<file path="src/rtl/core/ofr_pkg.sv">
// shared types and constants for the orifice flow rate pipeline
`timescale 1ns / 1ps

package ofr_pkg;

    // fraction bits of the root, in sqrt(Pa)
    localparam int ROOT_FRAC_BITS = 8;

    // port widths
    localparam int PRES_W     = 28;
    localparam int OPEN_W     = 18;
    localparam int X_W        = OPEN_W - 1;
    localparam int D_W        = 17;
    localparam int FC_W       = 24;
    localparam int T_W        = 20;
    localparam int FLOW_W     = 41;
    localparam int CFG_DATA_W = 24;
    localparam int CFG_IDX_W  = 2;

    // root datapath
    localparam int DP_W       = PRES_W;
    localparam int SQ_IN_W    = DP_W + 2 * ROOT_FRAC_BITS;
    localparam int SQ_OUT_W   = (SQ_IN_W + 1) / 2;
    localparam int SQ_PAD_W   = 2 * SQ_OUT_W;
    localparam int SQ_REM_W   = SQ_OUT_W + 2;
    localparam int SQ_STAGES  = SQ_OUT_W;

    // quadratic coefficient divider
    localparam int NUM_W      = 2 * T_W + 2;
    localparam int DEN_W      = 2 * T_W + 1;
    localparam int DIV_FRAC   = 20;
    localparam int DIV_Q_W    = DIV_FRAC + 1;
    localparam int DIV_STAGES = DIV_Q_W;

    // area and product datapath
    localparam int PA_W       = D_W + X_W;
    localparam int SQRT2_W    = 25;
    localparam int XS_W       = X_W + SQRT2_W;
    localparam int SEAT_W     = XS_W + 1;
    localparam int G_W        = SEAT_W - 16;
    localparam int BASE_W     = X_W + G_W;
    localparam int BASE_LO_W  = BASE_W / 2;
    localparam int PI_W       = 18;
    localparam int BPI_W      = BASE_LO_W + PI_W;
    localparam int BPI_FULL_W = BASE_W + PI_W;
    localparam int AREA_W     = BPI_FULL_W - 24;
    localparam int AREA_LO_W  = AREA_W / 2;
    localparam int AFC_W      = AREA_LO_W + FC_W;
    localparam int AP_W       = AREA_W + FC_W;
    localparam int AP_LO_W    = AP_W / 2;
    localparam int RT_W       = SQ_OUT_W;
    localparam int PP_W       = AP_LO_W + RT_W;
    localparam int PROD_W     = AP_W + RT_W;
    localparam int MAG_SH     = 24 + ROOT_FRAC_BITS;
    localparam int MAG_W      = PROD_W - MAG_SH;
    localparam int SR_W       = SQ_OUT_W + DIV_Q_W;

    // pipeline alignment
    localparam int AREA_STAGES = 6;
    localparam int ALIGN       = (SQ_STAGES > DIV_STAGES) ? SQ_STAGES : DIV_STAGES;
    localparam int SQ_DLY      = ALIGN - SQ_STAGES;
    localparam int DIV_DLY     = ALIGN - DIV_STAGES;
    localparam int AREA_DLY    = ALIGN - AREA_STAGES;

    // fixed-point constants
    localparam logic [PI_W-1:0]    PI_Q16     = 18'd205887;
    localparam logic [SQRT2_W-1:0] SQRT2_Q24  = 25'd23726566;
    localparam logic [FLOW_W-1:0]  FLOW_LIMIT = 41'd1000000000000;

    localparam logic AREA_SEAT   = 1'b0;
    localparam logic AREA_PISTON = 1'b1;

    typedef enum logic [CFG_IDX_W-1:0] {
        CFG_AREA_MODE     = 2'd0,
        CFG_BORE_DIAMETER = 2'd1,
        CFG_FLOW_COEFF    = 2'd2,
        CFG_REG_THRESHOLD = 2'd3
    } cfg_index_t;

    typedef logic [DP_W-1:0]     dp_t;
    typedef logic [SQ_PAD_W-1:0] sq_pad_t;
    typedef logic [SQ_REM_W-1:0] sq_rem_t;
    typedef logic [SQ_OUT_W-1:0] sq_root_t;
    typedef logic [NUM_W-1:0]    num_t;
    typedef logic [DEN_W-1:0]    den_t;
    typedef logic [DIV_Q_W-1:0]  quot_t;
    typedef logic [PROD_W-1:0]   prod_t;
    typedef logic [MAG_W-1:0]    mag_t;
    typedef logic [FLOW_W-1:0]   flow_t;
    typedef logic [RT_W-1:0]     rt_t;

endpackage

</file>
<file path="src/rtl/core/ofr_div.sv">
// pipelined restoring divider for the quadratic coefficient, one quotient bit per stage
`timescale 1ns / 1ps

module ofr_div
(
    input  logic          clk,
    input  logic          rst_n,
    input  logic          in_valid,
    input  ofr_pkg::num_t num,
    input  ofr_pkg::den_t den,
    output logic          out_valid,
    output ofr_pkg::quot_t quot
);

    typedef struct packed {
        ofr_pkg::den_t  rem;
        ofr_pkg::quot_t q;
    } div_step_t;

    logic      vld_reg  [ofr_pkg::DIV_STAGES];
    div_step_t step_reg [ofr_pkg::DIV_STAGES];

    for (genvar i = 0; i < ofr_pkg::DIV_STAGES; i++) begin : g_step
        ofr_pkg::num_t  cand;
        ofr_pkg::quot_t q_prev;
        logic           vld_prev;
        logic           fits;
        div_step_t      step_next;

        if (i == 0) begin : g_first
            // integer bit first: quotient stays below two
            assign cand     = num;
            assign q_prev   = '0;
            assign vld_prev = in_valid;
        end
        else begin : g_rest
            assign cand     = {step_reg[i-1].rem, 1'b0};
            assign q_prev   = step_reg[i-1].q;
            assign vld_prev = vld_reg[i-1];
        end

        always_comb
        begin
            fits = (cand >= {1'b0, den});
            step_next.rem = ofr_pkg::den_t'(fits ? (cand - {1'b0, den}) : cand);
            step_next.q   = {q_prev[ofr_pkg::DIV_Q_W-2:0], fits};
        end

        always_ff @(posedge clk or negedge rst_n)
        begin
            if (!rst_n)
            begin
                vld_reg[i] <= 1'b0;
            end
            else
            begin
                vld_reg[i] <= vld_prev;
            end
        end

        always_ff @(posedge clk)
        begin
            step_reg[i] <= step_next;
        end
    end

    assign out_valid = vld_reg[ofr_pkg::DIV_STAGES-1];
    assign quot      = step_reg[ofr_pkg::DIV_STAGES-1].q;

endmodule

</file>
<file path="config.mk">
export PLATFORM = sky130hd
export DESIGN_NAME = ofr_div
export DESIGN_NICKNAME = d
export VERILOG_FILES = /design/src/rtl/core/ofr_pkg.sv /design/src/rtl/core/ofr_div.sv
export SDC_FILE = /design/constraint.sdc
export NUM_CORES = 2
export LEC_CHECK = 0
export BUFFER_PORTS_ARGS = -buffer_cell sky130_fd_sc_hd__buf_2
export CORE_MARGIN = 5
export CORE_UTILIZATION = 35
export CTS_BUF_LIST = sky130_fd_sc_hd__clkbuf_16
export DETAILED_ROUTE_END_ITERATION = 12
export PLACE_DENSITY = 0.59
export SLEW_MARGIN = 10
export SYNTH_ARGS = -nofsm -noshare
export SYNTH_HDL_FRONTEND = slang
export SYNTH_SLANG_ARGS = --single-unit
</file>
<file path="constraint.sdc">
create_clock -name clk -period 4.7 [get_ports clk]
set_clock_uncertainty 0.2 [all_clocks]
set_input_delay 0 -clock clk [delete_from_list [all_inputs] [get_ports clk]]
set_output_delay 0 -clock clk [all_outputs]
set_load 0.005 [all_outputs]
</file>
======== Yosys cells after proc, flatten, opt, wreduce, memory -nomap -nowiden ========
Memories as Yosys holds them, arrays and structs flattened.
Cells that the tools add are included.
storage, ports and cells
  flip-flop bits (word level) ............. 21
  word-level logic and storage cells ...... 85
  memories ................................ 1
  memory bits (read-only) ................. 0
  output and inout port bits .............. 22
  memory bits (writable) .................. 1302
  latch bits .............................. 0
memory list
  name      depth  bits a word  rd ports  clocked after memory_dff  wr ports  RTL line       source
  step_reg  21     62           21        0                         21        ofr_div.sv:21  div_step_t step_reg [ofr_pkg::DIV_STAGES];
cells by class
  add/subtract/negate cells ............... 21
  multipliers ............................. 0
  divide/modulo/power cells ............... 0
  shifts and indexed selects .............. 0
  multiplexer cells ....................... 21
  reduce and logical (&&, ||, !) cells .... 0
  eq/ne operators ......................... 0
  $lt $le $gt $ge ......................... 21
  bitwise gates (word level) .............. 0
operators by type and width
  cell              number
  $ge A42 B41 Y1    21
  $mux W41          21
  $sub A41 B41 Y41  21

======== Longest topological paths before layout ========
An unclocked memory read counts as a cell.
  depth after elaboration ................. 3
  mapped depth ............................ 17

======== Worst setup path after synthesis ========
Ideal clock, no wire load.
  path type ............................... in2reg
  from .................................... input den[10]
  to ...................................... memory step_reg[11][56] in the netlist's numbering
  arrival time ............................ 3.447 ns
  stages on the path ...................... 14
  path slack .............................. 0.932 ns
  path buffers ............................ 1
  path through ............................ inv_1 -> ha_1 -> and2_0 -> and4_1 -> and3_1 -> nor3b_1 -> o31ai_2 -> nand3b_1 -> a21oi_2 -> o221ai_2 -> a311o_1 -> a211oi_2 -> buf_4 -> mux2_2
RTL lines
  item                RTL line       source
  start: declaration  ofr_div.sv:10  input ofr_pkg::den_t den,
  end: declaration    ofr_div.sv:21

==> results.md <==
Floorplanning:
- From left edge to right edge, the die measures roughly 470 um.
- The full die area is 222400 um2.
- For this configuration, the core starts out at a cell density of 35.17%.
- The core footprint is ~210000 um2.
- The number of rows in the core area is ~170.
- The die is around 470 um tall.
- For this design the top-level I/O count stands at between 100 and 150.

GRT:
- The initial antenna violation count is 20.
- The met1 track utilization from global routing is a little under 30%.
- The global-route track usage on met3 is roughly 3.7%.
- The total overflow left after global routing is 0.
- The global routing stage identified its most utilized layer as met2.
- The met2 usage in global routing is between 30% and 40%.
- The via count of the first global-routing pass is between 60000 and 70000.
- The wire length of the first global-routing pass is roughly 390000 um.
- The global-route total usage across every layer is between 20% and 30%.
- Entering global routing, the biggest net connects 74 pins.

Critical path:
- The critical path in this run is classified as input port to flip-flop.
- The path depth of the worst reg2reg path is 12.
- For the worst setup path, the data required time is approximately 5.2 ns.
- Grouping stages by cell kind, the critical path spends the most delay in buffers and inverters.
- The kind of start point of the critical path is an input port.
- The critical path goes through dlygate4sd3_1 -> buf_2 -> inv_1 -> ha_1 -> inv_1 -> fa_1 -> a21o_1 -> a221oi_1 -> buf_4 -> o221ai_2 -> a211oi_2 -> buf_4 -> o211ai_1 -> nand2_1 -> o21ai_0 -> a21oi_2 -> o21bai_4 -> buf_4 -> nor2_1 -> dlygate4sd3_1 -> a21oi_1 -> dlygate4sd3_1.
- The endpoint type of the worst setup path is a flip-flop.
- In this run the critical register-to-register path is captured at step_reg[13][22]$_DFF_P_.
- In this run the critical register-to-register path is launched from step_reg[12][22]$_DFF_P_.
- Together, buffers and inverters on the worst path number 9.
- The arrival time of the worst setup path is roughly 5.0 ns.
- Across all register-to-register paths, the minimum setup slack is between 0.3 and 0.4 ns.
- The largest fanout on the critical path is 30.
- The critical path crosses 22 cells after its start point.
- In this design, the stage delay of the slowest critical-path cell is 0.58 ns.
- The cell with the largest stage delay on the worst path is dlygate4sd3_1.

Place:
- The count of buffers added on input and output ports is 107.
- The congestion estimate from routability-driven global placement came to about 0.96.
- The detailed placement HPWL is 201000 um.

Pwr:
- The worst vdd rail ir drop is ~0.00043 V.
- The internal portion of the total power is 40150 uW.
- The power density over cell area is 850.3 nW/um2.
- Of the total power, the clock network draws between 10 and 15%.
- The leakage component of the power is about 0.038 uW.
- The switching part of the total is between 40% and 50%.
- The proportion of power drawn by combinational gates is ~60%.
- The net switching component of the power is around 33000 uW.
- Per report_power, the sequential group accounts for around a quarter of the total.

CTS:
- The clock net sink count is ~1100.
- The clock transition at the registers of the reported paths is ~0.06 ns.
- In this run the number of H-tree levels came out at 4.
- The cell at the root of the clock tree is clkbuf_16.
- TritonCTS created about 140 clock buffers.
- The buffers inserted during post-CTS setup optimization is 0.
- The maximum root-to-sink buffer count is 3.
- TritonCTS built the clock tree.
- The insertion delay to the later sink of the worst-skew pair is around 0.8 ns.

Min path:
- The cell count of the worst hold path is 5.
- The worst hold path belongs to the class input port to flip-flop.
- The path with the worst hold slack has its endpoint at step_reg[15][50]$_DFF_P_.
- The startpoint of the lowest-slack hold path is den[29].

Synth:
- The net count after synthesis is 9899.
- After technology mapping, the gate count stands at 8933.
- The number of synthesized register bits is between 1000 and 1500.
- Averaged over all synthesized cells, the footprint is about 8.3 um2.
- After synthesis the cells add up to between 70000 and 80000 um2.
- The number of flops mapped to enable cells by yosys is 0.
- The count of synthesis-stage warnings from yosys is 0.
- The synthesized netlist contains 86 unique library cells.
- Of all flip-flops after synthesis, the portion carrying an async set or reset was 1.959%.
- The most common flop cell mapped by yosys is dfxtp_1.
- The sequential element share of the synthesized area is between 20% and 30%.

Layout:
- Leaving out fill and tap cells, the most frequent cells in the layout are dfxtp_1 (1051), a21oi_1 (1006), ha_1 (860), nand2_1 (753), nor2_1 (651).
- The register with the most flip-flops in the layout has between 1000 and 1500 of them.
- In the final layout, the share of cells above drive strength 1 is 9.622%.
- The most common library cell in the layout ignoring fill and taps is dfxtp_1.
- The layout net count is 10190.
- The footprint of the flip-flops and latches is 21570 um2.
- Compared with the post-synthesis result, the final layout area differs by 15.47%.
- At the end of the flow the core is filled with cells to about two fifths.
- Fill cells in the final layout number around 21000.
- The footprint of the multi-input gates is slightly above 50000 um2.

Outcome:
- The flow ran to the end, and the final reports show no timing, DRC or antenna violations.

STA:
- The final setup violation count is 0.
- Setup total negative slack on the finished layout was measured at 0 ns.
- The number of max-slew violations in the final report was 0.
- The max-slew headroom at the worst pin is between 20% and 30%.
- For the pin with the worst max-slew slack, the measured transition is approximately 1.1 ns.
- The final hold violation count is 0.
- The post-route clock period utilization is 95.97%.
- The timing-limited maximum frequency is roughly 220 MHz.
- Subtracting the final worst setup slack from the clock period gives between 4 and 5 ns.
- Hold timing on the final database bottoms out at a slack of 0.02093 ns.
- Setup repair after global routing left no endpoint under its margin.

Drt:
- Dividing the detail-routed via count by the number of cells gives ~5.6.
- The antenna violation net count after detailed routing is 0.
- Summing over every cut layer, the via total after detailed routing is slightly below 70000.
- The wire length per cell is 21.73 um.
- The routed design has 264400 um of wire.
- The total DRC errors in the routed layout is 0.
- The first routing iteration left ~5300 violations.
- The detailed-router iteration count before antenna repair is 7.

Job:
- Max-cap violations in this run came to 0.
-- Yosys cell counts (25+ instances only) --
library cell  instances  share of area, %
dfxtp_1            1051                28
a21oi_1            1009               6.8
ha_1                860                14
nand2_1             753               3.8
nor2_1              652               3.3
o21ai_0             644               4.3
a21o_1              499               5.0
xnor2_1             425               5.0
xor2_1              301               3.5
clkbuf_1            281               1.4
mux2_2              262               4.0
inv_1               245               1.2
nand3_1             176               1.2
nand4_1             160               1.3
nor2b_1             129               1.1
o21a_1              126               1.3
o21bai_1            114               1.1
nand2b_1            113              0.95
nor3_1              100              0.67
a31oi_1              84              0.70
and3_1               84              0.70
a211oi_1             63              0.63
o31ai_1              53              0.53
and2_1               47              0.39
buf_2                46              0.31
o211ai_1             45              0.45
nor4_1               39              0.33
mux2_1               33              0.50
a31o_2               30              0.35
a211o_1              26              0.31
a21boi_0             25              0.25
-- worst reg2reg max path, cell delays in order (launching register included) --
cell	delay [ns]
dfxtp_1	0.32
ha_1	0.35
nor2b_1	0.19
o31a_1	0.29
o41ai_1	0.30
nand2_1	0.20
a211o_1	0.38
a31o_2	0.32
a31o_2	0.31
a21o_1	0.25
a21oi_4	0.32
buf_4	0.40
o21ai_0	0.34
-- logic make-up after synthesis --
| group | share of synthesized area [%] |
|---|---|
| xor gates and xnor gates | 8.525 |
| buffers and inverters | 3.066 |
| and+or+nand+nor | 14.89 |
| muxes | 4.655 |
| adders and majority gates | 14.96 |
| AOI/OAI and AO/OA | 24.99 |
| DFF | 28.91 |
-- layout make-up --
| type | instances | share of cell area [%] |
|---|---|---|
| multi-input cells | 7272 | 59.08 |
| flip-flops and latches | 1072 | 25.04 |
| repair buffers | 494 | 5.299 |
| clock buffers | 142 | 4.126 |
| well taps | 2821 | 4.098 |
| clock inverters | 107 | 1.242 |
| inverters | 246 | 1.075 |
| diodes | 13 | 0.03777 |
-- power groups by stage --
stage	clock network [uW]	registers (uW)	logic, uW
after detailed placement	0	17800	43600
after global routing	11500	18000	49300
after CTS	11200	17700	44200
after global placement	0	17900	43200
final	10800	17700	44700
after floorplan	0	15800	33800
-- stage by stage --
stage	total power, uW	area (um2)	std cells	worst slack (ns)
3_5_place_dp	61480	79420	11710	0.2145
2_1_floorplan	49560	74590	8933	0.9319
3_3_place_gp	61140	79420	11710	0.2078
4_1_cts	73080	86080	12150	0.01878
6_report	73230	86130	12170	0.1895
5_1_grt	78800	86110	12160	0.04395
-- how the worst max path moves through the flow --
stage            start                  endpoint
2_1_floorplan  den[10]  step_reg[11][56]$_DFF_P_
3_3_place_gp    den[8]  step_reg[13][22]$_DFF_P_
3_5_place_dp    den[8]  step_reg[13][22]$_DFF_P_
4_1_cts        den[12]   step_reg[0][56]$_DFF_P_
5_1_grt        den[12]   step_reg[0][26]$_DFF_P_
6_report        num[0]   step_reg[0][55]$_DFF_P_
-- per-layer routing --
| layer | part of all wire (%) | vias up |
|---|---|---|
| met3 | 6.4 | 537 |
| met1 | 43 | 32270 |
| met5 | 0.010 | - |
| met2 | 46 | 2347 |
| li1 | - | 33170 |
| met4 | 4.8 | 4 |
-- repair_timing --
action / CTS / global route
hold endpoints to repair: 255 / 0
resized for setup: 0 / 6
hold buffers: 200 / 0
endpoints found under the setup margin: 0 / 34
Power figures use the tool's default switching activity.
