**src/rtl/core/ofr_pkg.sv**
```systemverilog
// shared types and constants for the orifice flow rate pipeline
`timescale 1ns / 1ps

package ofr_pkg;

    // fraction bits of the root, in sqrt(Pa)
    localparam int ROOT_FRAC_BITS = 8;

    // port widths
    localparam int PRES_W     = 28;
    localparam int OPEN_W     = 18;
    localparam int X_W        = OPEN_W - 1;
    localparam int D_W        = 17;
    localparam int FC_W       = 24;
    localparam int T_W        = 20;
    localparam int FLOW_W     = 41;
    localparam int CFG_DATA_W = 24;
    localparam int CFG_IDX_W  = 2;

    // root datapath
    localparam int DP_W       = PRES_W;
    localparam int SQ_IN_W    = DP_W + 2 * ROOT_FRAC_BITS;
    localparam int SQ_OUT_W   = (SQ_IN_W + 1) / 2;
    localparam int SQ_PAD_W   = 2 * SQ_OUT_W;
    localparam int SQ_REM_W   = SQ_OUT_W + 2;
    localparam int SQ_STAGES  = SQ_OUT_W;

    // quadratic coefficient divider
    localparam int NUM_W      = 2 * T_W + 2;
    localparam int DEN_W      = 2 * T_W + 1;
    localparam int DIV_FRAC   = 20;
    localparam int DIV_Q_W    = DIV_FRAC + 1;
    localparam int DIV_STAGES = DIV_Q_W;

    // area and product datapath
    localparam int PA_W       = D_W + X_W;
    localparam int SQRT2_W    = 25;
    localparam int XS_W       = X_W + SQRT2_W;
    localparam int SEAT_W     = XS_W + 1;
    localparam int G_W        = SEAT_W - 16;
    localparam int BASE_W     = X_W + G_W;
    localparam int BASE_LO_W  = BASE_W / 2;
    localparam int PI_W       = 18;
    localparam int BPI_W      = BASE_LO_W + PI_W;
    localparam int BPI_FULL_W = BASE_W + PI_W;
    localparam int AREA_W     = BPI_FULL_W - 24;
    localparam int AREA_LO_W  = AREA_W / 2;
    localparam int AFC_W      = AREA_LO_W + FC_W;
    localparam int AP_W       = AREA_W + FC_W;
    localparam int AP_LO_W    = AP_W / 2;
    localparam int RT_W       = SQ_OUT_W;
    localparam int PP_W       = AP_LO_W + RT_W;
    localparam int PROD_W     = AP_W + RT_W;
    localparam int MAG_SH     = 24 + ROOT_FRAC_BITS;
    localparam int MAG_W      = PROD_W - MAG_SH;
    localparam int SR_W       = SQ_OUT_W + DIV_Q_W;

    // pipeline alignment
    localparam int AREA_STAGES = 6;
    localparam int ALIGN       = (SQ_STAGES > DIV_STAGES) ? SQ_STAGES : DIV_STAGES;
    localparam int SQ_DLY      = ALIGN - SQ_STAGES;
    localparam int DIV_DLY     = ALIGN - DIV_STAGES;
    localparam int AREA_DLY    = ALIGN - AREA_STAGES;

    // fixed-point constants
    localparam logic [PI_W-1:0]    PI_Q16     = 18'd205887;
    localparam logic [SQRT2_W-1:0] SQRT2_Q24  = 25'd23726566;
    localparam logic [FLOW_W-1:0]  FLOW_LIMIT = 41'd1000000000000;

    localparam logic AREA_SEAT   = 1'b0;
    localparam logic AREA_PISTON = 1'b1;

    typedef enum logic [CFG_IDX_W-1:0] {
        CFG_AREA_MODE     = 2'd0,
        CFG_BORE_DIAMETER = 2'd1,
        CFG_FLOW_COEFF    = 2'd2,
        CFG_REG_THRESHOLD = 2'd3
    } cfg_index_t;

    typedef logic [DP_W-1:0]     dp_t;
    typedef logic [SQ_PAD_W-1:0] sq_pad_t;
    typedef logic [SQ_REM_W-1:0] sq_rem_t;
    typedef logic [SQ_OUT_W-1:0] sq_root_t;
    typedef logic [NUM_W-1:0]    num_t;
    typedef logic [DEN_W-1:0]    den_t;
    typedef logic [DIV_Q_W-1:0]  quot_t;
    typedef logic [PROD_W-1:0]   prod_t;
    typedef logic [MAG_W-1:0]    mag_t;
    typedef logic [FLOW_W-1:0]   flow_t;
    typedef logic [RT_W-1:0]     rt_t;

endpackage

```
**src/rtl/core/ofr_isqrt.sv**
```systemverilog
// pipelined integer square root, one result bit per stage
`timescale 1ns / 1ps

module ofr_isqrt
(
    input  logic             clk,
    input  logic             rst_n,
    input  logic             in_valid,
    input  ofr_pkg::dp_t     op,
    output logic             out_valid,
    output ofr_pkg::sq_root_t root
);

    typedef struct packed {
        ofr_pkg::sq_rem_t  rem;
        ofr_pkg::sq_root_t root;
        ofr_pkg::sq_pad_t  op;
    } sq_step_t;

    logic     vld_reg  [ofr_pkg::SQ_STAGES];
    sq_step_t step_reg [ofr_pkg::SQ_STAGES];

    for (genvar i = 0; i < ofr_pkg::SQ_STAGES; i++) begin : g_step
        sq_step_t         prev;
        sq_step_t         step_next;
        logic             vld_prev;
        ofr_pkg::sq_rem_t rem_sh;
        ofr_pkg::sq_rem_t trial;
        logic             fits;

        if (i == 0) begin : g_first
            // operand scaled by 2^(2*frac) so the root carries frac bits
            assign prev = '{rem: '0, root: '0,
                            op: ofr_pkg::sq_pad_t'(op) << (2 * ofr_pkg::ROOT_FRAC_BITS)};
            assign vld_prev = in_valid;
        end
        else begin : g_rest
            assign prev     = step_reg[i-1];
            assign vld_prev = vld_reg[i-1];
        end

        always_comb
        begin
            rem_sh = {prev.rem[ofr_pkg::SQ_REM_W-3:0], prev.op[ofr_pkg::SQ_PAD_W-1 -: 2]};
            trial  = {prev.root, 2'b01};
            fits   = (rem_sh >= trial);
            step_next.rem  = fits ? (rem_sh - trial) : rem_sh;
            step_next.root = {prev.root[ofr_pkg::SQ_OUT_W-2:0], fits};
            step_next.op   = prev.op << 2;
        end

        always_ff @(posedge clk or negedge rst_n)
        begin
            if (!rst_n)
            begin
                vld_reg[i] <= 1'b0;
            end
            else
            begin
                vld_reg[i] <= vld_prev;
            end
        end

        always_ff @(posedge clk)
        begin
            step_reg[i] <= step_next;
        end
    end

    assign out_valid = vld_reg[ofr_pkg::SQ_STAGES-1];
    assign root      = step_reg[ofr_pkg::SQ_STAGES-1].root;

endmodule

```
**config.mk**
```make
export PLATFORM = sky130hd
export DESIGN_NAME = ofr_isqrt
export DESIGN_NICKNAME = d
export VERILOG_FILES = /design/src/rtl/core/ofr_pkg.sv /design/src/rtl/core/ofr_isqrt.sv
export SDC_FILE = /design/constraint.sdc
export NUM_CORES = 1
export LEC_CHECK = 0
export BUFFER_PORTS_ARGS = -buffer_cell sky130_fd_sc_hd__buf_2
export CAP_MARGIN = 0
export CELL_PAD_IN_SITES_DETAIL_PLACEMENT = 0
export CELL_PAD_IN_SITES_GLOBAL_PLACEMENT = 2
export CORE_UTILIZATION = 37
export DETAILED_ROUTE_END_ITERATION = 8
export PLACE_DENSITY_LB_ADDON = 0.1
export SLEW_MARGIN = 10
export SYNTH_ARGS = -nofsm -noshare
export SYNTH_HDL_FRONTEND = slang
export SYNTH_SLANG_ARGS = --single-unit
```
**constraint.sdc**
```tcl
create_clock -name clk -period 2.6 [get_ports clk]
set_input_delay 0.26 -clock clk [delete_from_list [all_inputs] [get_ports clk]]
set_output_delay 0.26 -clock clk [all_outputs]
set_load 0.1 [all_outputs]
```
Word level (Yosys, flattened, before mapping)
Memory sizes are Yosys's and may differ from the RTL's.
Cells that the tools add are included.
Word-level totals
  input bits: 31
  output and inout bits: 23
  bits in writable memories: 1936
  bits in registers: 22
  memories kept: 1
Memory list
  step_reg: depth 22, width 88, read ports 22, clocked after Yosys merged registers in 0, write ports 22, RTL line ofr_isqrt.sv:21  | sq_step_t step_reg [ofr_pkg::SQ_STAGES];
Operators by class
  multiplexer cells: 22
  order comparisons: 22
  add/subtract/negate cells: 22
Operator list (count)
  $mux W24: 22
  $ge A24 B24 Y1: 21
  $sub A24 B24 Y24: 21
  $sub A2 B1 Y3 const B: 1
  $ge A2 B1 Y1 const B: 1

Depth between registers and ports, before layout
Gate-level depths: netlist of the first run.
An unclocked memory read counts as a cell.
  depth in word-level cells: 3
  gate-level depth with buffers: 12
  gate-level depth less buffers: 11

Worst setup path after synthesis of the first run
OpenSTA, ideal clock, no wires.
  path type: register to register
  start: memory step_reg[2][306] in the netlist's numbering
  end: memory step_reg[2][427] in the netlist's numbering
  clock period less this slack: 2.850 ns
  cell stages (with the launch flop): 12
  buffers on the path: 1
  data arrival time: 2.729 ns
  path slack: -0.250 ns
  library setup time: 0.121 ns
  required time: 2.479 ns
  path through: dfxtp_1 > inv_1 > ha_1 > fa_1 > a211oi_1 > o21ai_0 > a21oi_1 > o22ai_1 > o21ai_1 > o21ai_2 > buf_2 > mux2_2
RTL lines (RTL line)
  from (decl): ofr_isqrt.sv:21

==> metrics list, run 1 <==
- Critical path required time: 3.17 ns
- Simple-gate area share of the yosys netlist: 0.124
- For the pin with the worst max-slew slack, the measured transition is 0.993 ns.
- Largest net degree at the start of global routing: 24
- The flow ran to the end, but the final reports show violations.
- Final routed wire length divided by cell count: 15.4 um
- IR analysis of the VDD net gives a maximum drop of 597 uV.
- In this run the count of I/O pins placed on the die edge is 54.
* Share of cell area taken by muxes after synthesis: 0.0274
- Yosys top cell by area: dfxtp_1
- The routed design could run at a clock period as short as 2.66 ns.
- Max-slew violation count: 0
- In this run the mean area of a mapped cell was 9.91 um^2.
- Post-Route Setup TNS: -0.126 ns
- Post-Synth XOR/XNOR Area: 0.0714
- Of the available clock period, the critical path in the final layout requires 1.02.
- Violation count after the first detailed-routing iteration: 1120
* Worst Setup Slack, final: -0.0591 ns
- Top_reg_cell synth: dfxtp_1
- Total routing resource utilization after global routing: 0.166
- Critical Path Sink Type: flop
- After synthesis the cells add up to 35900 um^2.
- Measured along the x axis, the die boundary spans 314 um.
- For the worst-skew pair, the clock arrives at the later sink with an insertion delay of 0.66 ns.
- Proportion of layout cells with a drive suffix above 1: 0.205
- The repair_antennas step left the layout with diodes totalling 0.
- At the worst endpoint, the arrival time is 3.23 ns.
* Fill cell count: 9068
- Unrepaired setup endpoints after global routing: yes
* Final ANT Viol Nets: 0
- Clock-pin slew was measured on the worst setup and hold paths at 0.06 ns.
* H-tree depth: 3
- Inserted Clock Buffers: 98
- Final Routed Wirelength: 83.4 mm
* Routed vias/inst: 4.85
* Area share of the leading cell type in the synthesized netlist: 0.480
- Type of origin of the critical path: flop
- Starting density of the core: 0.376
- The clock arrives with 0.0185 ns of skew.
- Final weighted congestion of routability-driven global placement: 0.862
- Power density normalized to cell area: 974 nW/um^2
- Net count reported at finish: 4382
* Number of instances in the synthesized netlist: 3628
- Setup violations remaining at the end of the flow were counted as 8.
- The number of nets in the synthesized netlist is 3927.
- Global routing finished with a remaining overflow of 0.
- EDFF count, synth: 0
* Relative slew slack: 0.332
- In this run the static leakage power is 21.2 nW.
- The worst hold path belongs to the class in -> async.
- Register area share after synthesis: 0.495
- The floorplan has 113 rows.
- CTS saw 884 sinks.
- Count of vias placed by the detailed router: 26300
- The synthesized design contains 884 register bits.
* Dominant combinational cell family by area after synthesis: compound AO/OA/AOI/OAI gates
- Standard cell core area: 95600 um^2
* Library cell used as clock root buffer: clkbuf_16
* Final Hold Violating Endpoints: 0
* Failing checks: setup timing
- Fmax: 376 MHz
- Synthesis instantiated 88 different standard cells from the library.
- Port-buffer cells: 53
- Length of the first detailed-routing pass in iterations: 5
- Of the total synthesized cell area, the portion taken by full adders, half adders and majority gates is 0.0947.
- The number of global-route vias before repair was 26300.
- DR DRC count: 0
- CTS tree: yes
- Maxcap violations: 0
- Area enclosed by the die boundary: 98400 um^2
* Area growth from synthesis to layout: 25.6%
- Leading cell types in the layout, fill and taps excluded: dfxtp_1, inv_1, buf_4, ha_1, nor2_1
* Post-synthesis compound-gate area fraction: 0.145
- Of all flip-flops after synthesis, the portion carrying an async set or reset was 0.0249.
* Wire length of the first global-routing pass: 134 mm
* Start-to-end type of the worst setup path: reg -> reg
- Once detailed placement completed, the half-perimeter wirelength came to 62.3 mm.
- Warnings from Yosys: 0
- The register with the most flip-flops in the layout has 862 of them.
- Biggest area contributors in the synthesized netlist: dfxtp_1, ha_1, xnor2_1
- Most frequent standard cell in the layout excluding fill and tap cells: dfxtp_1
- The die is 314 um tall.
- Longest Clk Path Bufs: 3
- Of all nets on the critical path, the largest fanout is 2.
* Initial antenna violation count: 0
* Fraction of the core area covered by cells at the end of the flow: 0.472
## final cells by class
| cell class | instances | area, um^2 | share of cell area |
|---|---|---|---|
| flip-flops and latches | 884 | 17800 | 0.395 |
| multi-input cells | 2350 | 17800 | 0.394 |
| repair buffers | 414 | 3300 | 0.0732 |
| clock buffers | 132 | 2770 | 0.0614 |
| well taps | 1265 | 1580 | 0.0351 |
| inverters | 335 | 1260 | 0.0280 |
| clock inverters | 45 | 592 | 0.0131 |
## path summary, 6_finish.rpt
check,startpoint,end,slack (ns),cells after the start
worst max-delay path,step_reg[2][133],step_reg[2][261],-0.06,8
worst min-delay path,rst_n,g_step[14].vld_prev,0.09,2
worst max register to register,step_reg[2][133],step_reg[2][261],-0.06,8
worst min register to register,step_reg[0][389],step_reg[0][479],0.32,0
max in group asynchronous,rst_n,g_step[2].vld_prev,2.18,2
min in group clk,op[14],step_reg[0][30],0.24,2
## critical path, stage by stage, from the launching register on
cell and delay (ns):
dfxtp_1 0.32, inv_1 0.04, ha_1 0.20, a211o_1 0.34, o311a_4 0.38, a221o_1 0.36, a311o_1 0.38, o41ai_2 0.33
mux2i_1 0.23
## synth_stat cells, drive strengths merged (77+ instances only)
master  count
dfxtp     862
inv       335
ha        261
nor2      230
a21oi     222
nand2     196
o21ai     196
xnor2     160
xor2      133
mux2       83
nor3       83
nand3      78
a21o       77
## per-stage QoR
stage	hold slack [ns]	cell area [um^2]	total power (W)	instances	worst slack, ns
floorplan	-0.0356	36000	0.0251	3628	0.00389
global placement	0.222	39800	0.0286	5168	-0.214
detailed placement	0.235	39800	0.0287	5168	-0.300
CTS	0.0513	44100	0.0438	5403	-0.112
global route	0.105	45100	0.0466	5425	-0.157
finish	0.0944	45100	0.0440	5425	-0.0591
## power by group
group / total, W / leakage (nW) / switching (W) / internal [W]
sequential: 0.0183 / 7.43 / 0.00206 / 0.0162
clock: 0.0142 / 1.63 / 0.00559 / 0.00859
combinational: 0.0115 / 12.1 / 0.00578 / 0.00570
total: 0.0440 / 21.2 / 0.0134 / 0.0305
## repair_timing
| item | CTS | global route |
|---|---|---|
| gates cloned | 4 | 4 |
| pin swaps | 45 | 68 |
| hold buffers | 31 | 0 |
| hold endpoints to repair | 52 | 0 |
| resized for setup | 83 | 189 |
| setup endpoints to repair | 137 | 283 |
| buffers inserted | 24 | 21 |
## layer usage
| metal | vias to the layer above | track usage | wire length (um) |
|---|---|---|---|
| li1 | 13600 | - | - |
| met1 | 12300 | 0.234 | 41900 |
| met2 | 363 | 0.262 | 36700 |
| met3 | 130 | 0.0278 | 2880 |
| met4 | 0 | 0.0477 | 1820 |
| met5 | - | 0 | 0 |
## logic make-up after synthesis
family | count (synthesis)
other | 1
and+or+nand+nor | 891
xor gates and xnor gates | 293
adders and majority gates | 268
buffers and inverters | 395
muxes | 87
AOI/OAI and AO/OA | 809
DFF | 884
(Power assumes the default switching activity.)
==> run 2, diff against run 1 <==
- ABC_AREA: unset -> 1
- CORE_UTILIZATION: 37 -> 33
- SKIP_LAST_GASP: unset -> 1
==> metrics list, run 2 <==
* Series of cell instances along the critical path: inv_1 -> ha_1 -> nand2_1 -> inv_1 -> a21oi_1 -> nand2_2 -> nand2_1 -> nand3_4 -> clkinv_8 -> nand2_1 -> o21ai_1
- 54 I/O pins were placed.
- For this run, the register share of the synthesized area comes to 0.417.
* Fraction of the core area covered by cells at the end of the flow: 0.383
* Fmax: 411 MHz
- The clock reaches the later pin of the worst-skew pair after 0.70 ns.
- Length of the first detailed-routing pass in iterations: 5
* Vert. Die Dim: 362 um
- Mean cell area of the mapped netlist: 7.14 um^2
- Global route total overflow: 0
- The clock passes through at most 3 buffers.
* DR DRC count: 0
- Area of the mapped netlist: 42700 um^2
- After technology mapping, the gate count stands at 5985.
* Fraction of registers with async set/reset: 0.0249
- Among all cell types in the netlist, the one instantiated most often is nand2_1.
- Number of flip-flops and latches in the synthesized netlist: 884
* Worst stage delay on the critical path: 0.37 ns
* Count of vias placed by the detailed router: 35500
- The tree is rooted in a clkbuf_16.
- Area growth from synthesis to layout: 14.7%
- Number of endpoints failing setup at the final stage: 0
- Post-Synth XOR/XNOR Area: 0.0342
- Counting flops with a built-in enable in the synthesized netlist gives 0.
- Buf/Inv on CP: 3
* Area share of the leading cell type in the synthesized netlist: 0.404
- Type of origin of the critical path: flop
* Max-slew violation count: 0
- At the worst endpoint, the arrival time is 3.00 ns.
* Initial antenna violation count: 0
- Post-DP HPWL: 105 mm
* Net count reported at finish: 6474
- Critical Path Sink Type: flop
- Row generation in the floorplan step produced 131 rows.
- Post-Syn Nets: 6284
- The library cell used most frequently in the layout, excluding fill and tap cells, is nand2_1.
- Crit path time final: 2.44 ns
- The count of final hold-check violations is 0.
- In this run, the number of DRC markers left after iteration 0 of detailed routing was 1753.
- For this design the static power due to leakage is 25.7 nW.
* Post-synthesis compound-gate area fraction: 0.0649
* Yosys top cell by area: dfxtp_1
- After synthesis, the largest family of logic cells by area is simple AND/OR/NAND/NOR gates.
* Worst hold-check slack: 0.189 ns
- Maxcap violations: 0
- # placed instances: 7768
- Final routed wire length divided by cell count: 16.0 um
- Worst clock skew: 0.0231 ns
* Cell type group with the largest total delay on the critical path: simple AND/OR/NAND/NOR gates
- The die covers 131000 um^2.
- Clock transition at the registers of the reported paths: 0.06 ns
- In the routed layout, each cell is associated on average with a via count of 4.44.
- During synthesis, Yosys emitted a total of 0 warnings.
* Total routing resource utilization after global routing: 0.196
- Worst min-delay path category: in -> reg
- The count of nets left with antenna violations once routing finished came out at 0.
* Biggest area contributors in the synthesized netlist: dfxtp_1, nand2_1, inv_1
- The critical path is of the reg -> reg type.
* Vias in the first global route: 35900
- Critical Path Fanout Max: 22
- VDD sags by at most 597 uV.
- Most frequent cells after synthesis: nand2_1, inv_1, dfxtp_1, nor2_1, nand3_1
- The initial utilization of the core area, before any placement, comes to 0.334.
- Worst Setup Slack, final: 0.164 ns
- Non-filler cells in the finished layout: 7989
* Unique masters post-synth: 52
- CTS built an H-tree with a depth of 3.
- Final weighted congestion of routability-driven global placement: 0.864
- Of the total synthesized cell area, the portion taken by AND, OR, NAND and NOR gates is 0.308.
- CTS tree: yes
* Top_reg_cell synth: dfxtp_1
- Critical path required time: 3.16 ns
- Power density normalized to cell area: 992 nW/um^2
* Standard cell core area: 128000 um^2
- Relative slew slack: 0.553
* Proportion of layout cells with a drive suffix above 1: 0.0639
- Wire length of the first global-routing pass: 201 mm
* Slowest stage cell, crit path: dfxtp_1
* Leading cell types in the layout, fill and taps excluded: nand2_1, inv_1, dfxtp_1, nor2_1, nand3_1
- Entering global routing, the biggest net connects 34 pins.
- The flow ran to the end, and the final reports show no timing, DRC or antenna violations.
* Share of the cycle needed by the critical path after routing: 0.937
- Inserted Clock Buffers: 101
- Share of cell area taken by muxes after synthesis: 0
- Of the total synthesized cell area, the portion taken by full adders, half adders and majority gates is 0.0797.
* Least-Margin Pin Slew: 0.664 ns
* CP dominant cell by count: nand2_1
* Unrepaired setup endpoints after global routing: no
* Sinks on the clock net: 884
- At the placement stage, the worst setup path has a slack of -0.0749 ns.
* Final Routed Wirelength: 128 mm
- Die outline width: 362 um
- Port-buffer cells: 53
- Max reg flops: 862
run 2: repair_timing:
| action | in CTS | in global routing |
|---|---|---|
| hold endpoints to repair | 52 | 0 |
| gates resized for setup | 1 | 4 |
| setup endpoints to repair | 2 | 2 |
| setup buffers | 0 | 0 |
| hold buffers | 33 | 0 |
run 2: final cells by class:
type	count	area, um^2
well taps	1729	2160
fillers	13800	79000
flip-flops and latches	884	17800
diodes	1	2.50
inverters	989	3740
multi-input cells	4068	20800
repair buffers	131	996
clock buffers	125	2730
clock inverters	62	790
run 2: layer usage:
layer  share of wire  vias up  GRT usage  wire, um
li1                -    19100          -         -
met4           0.025        0     0.0543      3230
met5               0        -          0         0
met1            0.49    15800      0.264     62800
met2            0.45      449      0.327     57800
met3           0.033      162     0.0278      4210
run 2: cells by family after synthesis:
logic type / Yosys count
AOI/OAI and AO/OA: 522
xor gates and xnor gates: 167
adders and majority gates: 268
buffers and inverters: 1033
DFF: 884
other: 1
and+or+nand+nor: 3110
run 2: metrics by stage:
stage	instance area (um^2)	setup TNS (ns)	total power [W]
floorplan	42700	0	0.0289
global placement	45100	-0.139	0.0342
detailed placement	45100	-0.0749	0.0341
CTS	49000	0	0.0494
global route	49000	0	0.0523
finish	49000	0	0.0486
run 2: where the power goes:
part           leakage, nW  internal (W)  switching [W]
Combinational         16.6       0.00499        0.00954
Clock                 1.69       0.00883        0.00608
Sequential            7.45        0.0165        0.00268
Total                 25.7        0.0303         0.0183
run 2: worst paths after layout:
path | cells after the start | slack (ns) | end | startpoint
setup reg to reg | 11 | 0.16 | step_reg[1][65] | step_reg[0][662]
hold reg to reg | 0 | 0.31 | step_reg[1][128] | step_reg[1][38]
min in group asynchronous | 3 | 0.58 | g_step[20].vld_prev | rst_n
max in group asynchronous | 4 | 0.94 | g_step[8].vld_prev | rst_n
setup / recovery | 11 | 0.16 | step_reg[1][65] | step_reg[0][662]
hold / removal | 2 | 0.19 | step_reg[0][26] | op[10]
